[src/sha1_pkg.sv]
// Package: SHA-1 hash unit types, state codes and constants.
package sha1_pkg;

  typedef logic [31:0] word_t;

  typedef struct packed {
    logic [7:0] data_byte;
    logic       has_byte;
    logic       end_of_message;
  } in_req_t;

  typedef struct packed {
    logic [31:0] digest_word;
    logic        word_last;
  } out_req_t;

  typedef enum logic [2:0] {
    ST_IDLE,
    ST_ROUND,
    ST_ADD,
    ST_PAD,
    ST_OUT
  } st_t;

  localparam int NUM_WORDS   = 5;
  localparam int SCHED_DEPTH = 16;
  localparam int NUM_ROUNDS  = 80;
  localparam int LEN_POS     = 56;

  localparam word_t IV0 = 32'h67452301;
  localparam word_t IV1 = 32'hEFCDAB89;
  localparam word_t IV2 = 32'h98BADCFE;
  localparam word_t IV3 = 32'h10325476;
  localparam word_t IV4 = 32'hC3D2E1F0;

  localparam word_t K0 = 32'h5A827999;
  localparam word_t K1 = 32'h6ED9EBA1;
  localparam word_t K2 = 32'h8F1BBCDC;
  localparam word_t K3 = 32'hCA62C1D6;

  localparam logic [7:0] PAD_MARK = 8'h80;

endpackage

[src/sha1_hash_unit.sv]
// Top level: byte-serial SHA-1 hash unit with an iterative round engine.
//
//   channel | direction | payload   | meaning
//   in_     | in        | in_req_t  | one message byte or an empty closing request
//   out_    | out       | out_req_t | one digest word, h0 first, last flag on h4
//
// A byte that does not fill a block is stored while the unit stays idle. The byte that
// fills a block adds 80 rounds through the single round datapath and one chain add.
// A closing request writes padding one byte per cycle (up to two blocks), runs the
// compression per padded block, then presents the five digest words one per cycle.
// Reset is synchronous and restores the initial vector; no clearing pass is needed.
// in_ready is high only in idle; a stalled out_ready holds the current word.
module sha1_hash_unit
  import sha1_pkg::*;
(
  input  logic     clk,
  input  logic     rst_n,
  input  logic     in_valid,
  output logic     in_ready,
  input  in_req_t  in_data,
  output logic     out_valid,
  input  logic     out_ready,
  output out_req_t out_data
);

  st_t         state_r, state_nxt;
  word_t       chain_r [NUM_WORDS];
  word_t       rnd_r   [NUM_WORDS];
  word_t       w_r     [SCHED_DEPTH];
  logic [5:0]  fill_r;
  logic [60:0] total_r;
  logic [6:0]  t_r;
  logic [2:0]  idx_r;
  logic        mark_r;
  logic        final_r;
  logic        last_r;

  logic        in_acc;
  logic        out_acc;
  logic        blk_full;
  logic [63:0] bit_len;
  logic [7:0]  len_byte;
  logic [7:0]  pad_byte;
  word_t       f_w, k_w, tmp_w, w_new;
  word_t       a_w, b_w, c_w, d_w, e_w;

  assign in_acc   = in_valid && in_ready;
  assign out_acc  = out_valid && out_ready;
  assign blk_full = (fill_r == 6'd63);
  assign bit_len  = {total_r, 3'b000};
  assign len_byte = bit_len[{~fill_r[2:0], 3'b000} +: 8];

  always_comb begin
    if (!mark_r) begin
      pad_byte = PAD_MARK;
    end else if (final_r && (fill_r >= 6'(LEN_POS))) begin
      pad_byte = len_byte;
    end else begin
      pad_byte = 8'h00;
    end
  end

  // round function
  always_comb begin
    a_w = rnd_r[0];
    b_w = rnd_r[1];
    c_w = rnd_r[2];
    d_w = rnd_r[3];
    e_w = rnd_r[4];
    if (t_r < 7'd20) begin
      f_w = (b_w & c_w) | (~b_w & d_w);
      k_w = K0;
    end else if (t_r < 7'd40) begin
      f_w = b_w ^ c_w ^ d_w;
      k_w = K1;
    end else if (t_r < 7'd60) begin
      f_w = (b_w & c_w) | (b_w & d_w) | (c_w & d_w);
      k_w = K2;
    end else begin
      f_w = b_w ^ c_w ^ d_w;
      k_w = K3;
    end
    tmp_w = {a_w[26:0], a_w[31:27]} + f_w + e_w + k_w + w_r[0];
    w_new = w_r[13] ^ w_r[8] ^ w_r[2] ^ w_r[0];
    w_new = {w_new[30:0], w_new[31]};
  end

  always_comb begin
    state_nxt = state_r;
    unique case (state_r)
      ST_IDLE: begin
        if (in_acc) begin
          if (in_data.has_byte && blk_full) begin
            state_nxt = ST_ROUND;
          end else if (in_data.end_of_message) begin
            state_nxt = ST_PAD;
          end
        end
      end
      ST_ROUND: begin
        if (t_r == 7'(NUM_ROUNDS - 1)) begin
          state_nxt = ST_ADD;
        end
      end
      ST_ADD: begin
        if (final_r) begin
          state_nxt = ST_OUT;
        end else if (mark_r || last_r) begin
          state_nxt = ST_PAD;
        end else begin
          state_nxt = ST_IDLE;
        end
      end
      ST_PAD: begin
        if (blk_full) begin
          state_nxt = ST_ROUND;
        end
      end
      ST_OUT: begin
        if (out_acc && (idx_r == 3'(NUM_WORDS - 1))) begin
          state_nxt = ST_IDLE;
        end
      end
      default: state_nxt = ST_IDLE;
    endcase
  end

  always_comb begin
    in_ready  = (state_r == ST_IDLE);
    out_valid = (state_r == ST_OUT);
    out_data.digest_word = chain_r[idx_r];
    out_data.word_last   = (idx_r == 3'(NUM_WORDS - 1));
  end

  always_ff @(posedge clk) begin
    if (!rst_n) begin
      state_r <= ST_IDLE;
    end else begin
      state_r <= state_nxt;
    end
  end

  always_ff @(posedge clk) begin
    if (!rst_n) begin
      chain_r[0] <= IV0;
      chain_r[1] <= IV1;
      chain_r[2] <= IV2;
      chain_r[3] <= IV3;
      chain_r[4] <= IV4;
      fill_r     <= '0;
      total_r    <= '0;
      t_r        <= '0;
      idx_r      <= '0;
      mark_r     <= 1'b0;
      final_r    <= 1'b0;
      last_r     <= 1'b0;
    end else begin
      unique case (state_r)
        ST_IDLE: begin
          if (in_acc) begin
            last_r <= in_data.end_of_message;
            if (in_data.has_byte) begin
              w_r[fill_r[5:2]][{~fill_r[1:0], 3'b000} +: 8] <= in_data.data_byte;
              fill_r  <= fill_r + 6'd1;
              total_r <= total_r + 61'd1;
              if (blk_full) begin
                for (int i = 0; i < NUM_WORDS; i++) rnd_r[i] <= chain_r[i];
                t_r <= '0;
              end
            end
          end
        end
        ST_ROUND: begin
          rnd_r[0] <= tmp_w;
          rnd_r[1] <= a_w;
          rnd_r[2] <= {b_w[1:0], b_w[31:2]};
          rnd_r[3] <= c_w;
          rnd_r[4] <= d_w;
          for (int i = 0; i < SCHED_DEPTH - 1; i++) w_r[i] <= w_r[i + 1];
          w_r[SCHED_DEPTH - 1] <= w_new;
          t_r <= t_r + 7'd1;
        end
        ST_ADD: begin
          for (int i = 0; i < NUM_WORDS; i++) chain_r[i] <= chain_r[i] + rnd_r[i];
          if (mark_r) begin
            final_r <= 1'b1;
          end
        end
        ST_PAD: begin
          w_r[fill_r[5:2]][{~fill_r[1:0], 3'b000} +: 8] <= pad_byte;
          fill_r <= fill_r + 6'd1;
          if (!mark_r) begin
            mark_r <= 1'b1;
            if (fill_r < 6'(LEN_POS)) begin
              final_r <= 1'b1;
            end
          end
          if (blk_full) begin
            for (int i = 0; i < NUM_WORDS; i++) rnd_r[i] <= chain_r[i];
            t_r <= '0;
          end
        end
        ST_OUT: begin
          if (out_acc) begin
            if (idx_r == 3'(NUM_WORDS - 1)) begin
              chain_r[0] <= IV0;
              chain_r[1] <= IV1;
              chain_r[2] <= IV2;
              chain_r[3] <= IV3;
              chain_r[4] <= IV4;
              idx_r   <= '0;
              fill_r  <= '0;
              total_r <= '0;
              mark_r  <= 1'b0;
              final_r <= 1'b0;
              last_r  <= 1'b0;
            end else begin
              idx_r <= idx_r + 3'd1;
            end
          end
        end
        default: ;
      endcase
    end
  end

endmodule
[config.mk]
export PLATFORM = sky130hd
export DESIGN_NAME = sha1_hash_unit
export DESIGN_NICKNAME = d
export VERILOG_FILES = /design/src/sha1_pkg.sv /design/src/sha1_hash_unit.sv
export SDC_FILE = /design/constraint.sdc
export NUM_CORES = 2
export LEC_CHECK = 0
export BUFFER_PORTS_ARGS = -buffer_cell sky130_fd_sc_hd__buf_4
export CORE_UTILIZATION = 67
export CTS_CLUSTER_SIZE = 12
export DETAILED_ROUTE_END_ITERATION = 16
export MAX_ROUTING_LAYER = met4
export PLACE_DENSITY = 0.84
export SYNTH_ARGS = -nofsm -noshare
export SYNTH_HDL_FRONTEND = slang
export SYNTH_SLANG_ARGS = --single-unit
[constraint.sdc]
create_clock -name clk -period 13.9 [get_ports clk]
set_input_delay 1.39 -clock clk [delete_from_list [all_inputs] [get_ports clk]]
set_output_delay 1.39 -clock clk [all_outputs]
set_load 0.01 [all_outputs]
==> qor.txt <==
status: finished, final reports clean
vias per std cell: 6.29
Cells after Synth: 5027
vias in the first global route: 37925
CORE AREA: 0.0761 mm2
Fillers: 5135
first-pass GRT wire length: 213 mm
Achievable Freq: 0.149 GHz
Yosys cell types: 82
Post-Synthesis Cell Area: 0.0516 mm2
VDD IR-drop max: 0.000142 V
CP required: 14.28 ns
pwr/cell area: 198 mW/mm2
CTS clk-pin slew, worst paths: 0.07 ns
initial antenna violation count: 2
drt first-iter violations: 4488
Reg2Reg Setup Slack: 7.21 ns
Post-synth EDFFs: 832
dominant synthesized flop cell: edfxtp_1
H-tree levels: 3
die area: 0.0782 mm2
Slew headroom: 0.118
Worst Setup Path Type: reg -> reg
root buf cell: clkbuf_16
area grow syn2layout: 8.50%
CTS Buffer Depth: 3
Setup Fix Bufs, Post-CTS: 0
DRT Wirelength: 138 mm
final hold slack: 0.503 ns
# setup viols final: 0
CTS tree: yes
Setup crit end kind: flop
Tcrit/Tclk final: 0.482
DR pass1 iterations: 8
Final Max Slew Viols: 0
syn avg cell area: 10.3 um2
Finished Layout Cells: 6128
path type of the worst min-delay path: reg -> reg
Seq cells post-synth: 918
worst-path fanout max: 29
DRC violations left: 0
clk sinks: 918
drt wl/cell: 22.6 um
Warnings, synthesis: 0
syn_nets: 5390
min Tclk post-route: 6.69 ns
final core utilization: 0.737
Synth async-reset ratio: 0
top cells by area, synth: edfxtp_1 (48%), nand2_1 (11%), ha_1 (5.5%)
Worst-Skew Late Latency: 0.71 ns
die height: 280 um
placed insts: 5966
Arr. time, crit path: 7.08 ns
CP startpoint kind: flop
Starting Density: 0.679
IO Port Bufs: 48
top-count cell post-synth: nand2_1
CTS Buf Count: 96
GRT Util Overall: 0.367
Worst-Margin Slew: 1.32 ns
most frequent cells after synthesis: nand2_1 (1558), edfxtp_1 (832), nor2_1 (263)
RSZ-0062 raised after global routing: false
gr ovfl total: 0
setup TNS: 0 ns
final antenna-violating net count: 0
nets: 5397
width of the die: 280 um
Placer Congestion: 1.03
post-cts hold buffer count: 0
post-CTS sizing: 0
Fin Clk Skew: 0.0629 ns
Power, Total: 0.0111 W
static leakage: 23.5 nW
Hold Fails Final Rpt: 0
# rows: 101
largest net degree at the start of global routing: 246
HPWL Detailed: 96.3 mm
Synth area leader: edfxtp_1
via count: 38523
max cap viols: 0
Synth top area share: 0.484
Seq/Total Area, Yosys: 0.517
io pins: 49
share of layout cells above drive strength 1: 0.0706
==> cell usage in the layout (no fill, tap or decap), types with 97 or more instances in the layout <==
cell type,n
nor2_1,263
fa_1,120
a21oi_1,174
xnor2_1,191
o21ai_0,241
xor2_1,126
a21o_1,127
ha_1,229
buf_4,118
edfxtp_1,832
inv_1,200
nand2_1,1555
clkbuf_16,97
==> worst max-delay path, stage by stage (launching register included) <==
cell      delay (ns)
dfxtp_1         0.35
and3_1          0.25
nor3_1          0.20
buf_4           0.21
inv_1           0.07
nand2_1         0.07
buf_4           0.36
nor2_1          0.08
a211oi_1        0.27
fa_1            0.46
inv_1           0.08
fa_1            0.43
fa_1            0.45
inv_1           0.07
ha_1            0.17
inv_1           0.06
fa_1            0.39
nor2b_1         0.14
o21ai_1         0.10
a21boi_2        0.27
o211ai_1        0.20
a21boi_1        0.30
o21ai_1         0.16
a211oi_1        0.43
nor3_1          0.12
o41ai_1         0.44
xnor2_1         0.17
o21ai_1         0.08
==> layout make-up <==
type	count	area [um2]	share of cell area
repair buffers	120	926	0.0165
flip-flops and latches	918	26700	0.477
inverters	201	754	0.0135
clock buffers	134	2610	0.0465
diodes	2	5.00	0.0000893
multi-input cells	3697	23400	0.418
clock inverters	26	302	0.00538
well taps	1030	1290	0.0230
==> flip-flops by register name, indices dropped and copies added (netlist names), named ones only <==
signal / count
t_r: 7
last_r: 1
final_r: 1
w_r: 512
rnd_r: 160
chain_r: 160
fill_r: 6
idx_r: 3
mark_r: 1
total_r: 61
state_r: 3
==> power by group <==
group          switching [W]  internal (W)  leakage, nW
Sequential          0.000352       0.00378         8.30
Clock                0.00111       0.00135         1.40
Combinational        0.00281       0.00172         13.8
Total                0.00427       0.00684         23.5
==> metrics by stage <==
stage / cell area, um2 / setup WS, ns
after detailed placement: 53100 / 7.32
after CTS: 56000 / 7.32
after global placement: 53100 / 7.49
after floorplan: 51600 / 6.75
after global routing: 56000 / 6.86
final: 56000 / 7.21
==> worst paths after layout <==
path,startpoint,endpoint,cells after the start
worst min register to register,w_r[9][1],w_r[8][1],2
worst max register to register,t_r[4],rnd_r[0][31],27
worst max-delay path,t_r[4],rnd_r[0][31],27
worst min-delay path,w_r[9][1],w_r[8][1],2
==> cell families after synthesis <==
group,count (synthesis),synth area share
XOR/XNOR,317,0.0538
buffers and inverters,412,0.0302
adder cells (fa/ha/maj),349,0.102
AO/OA/AOI/OAI,777,0.0939
multiplexers,96,0.0305
AND/OR/NAND/NOR,2158,0.173
flip-flops,918,0.517
==> metal layers <==
metal	GRT usage	vias to the layer above	share of wire
li1	-	17334	-
met1	0.468	18672	0.38
met2	0.586	2132	0.48
met3	0.0641	385	0.099
met4	0.150	0	0.043
met5	-	-	0
No activity file was read; power rests on OpenSTA's default activity.
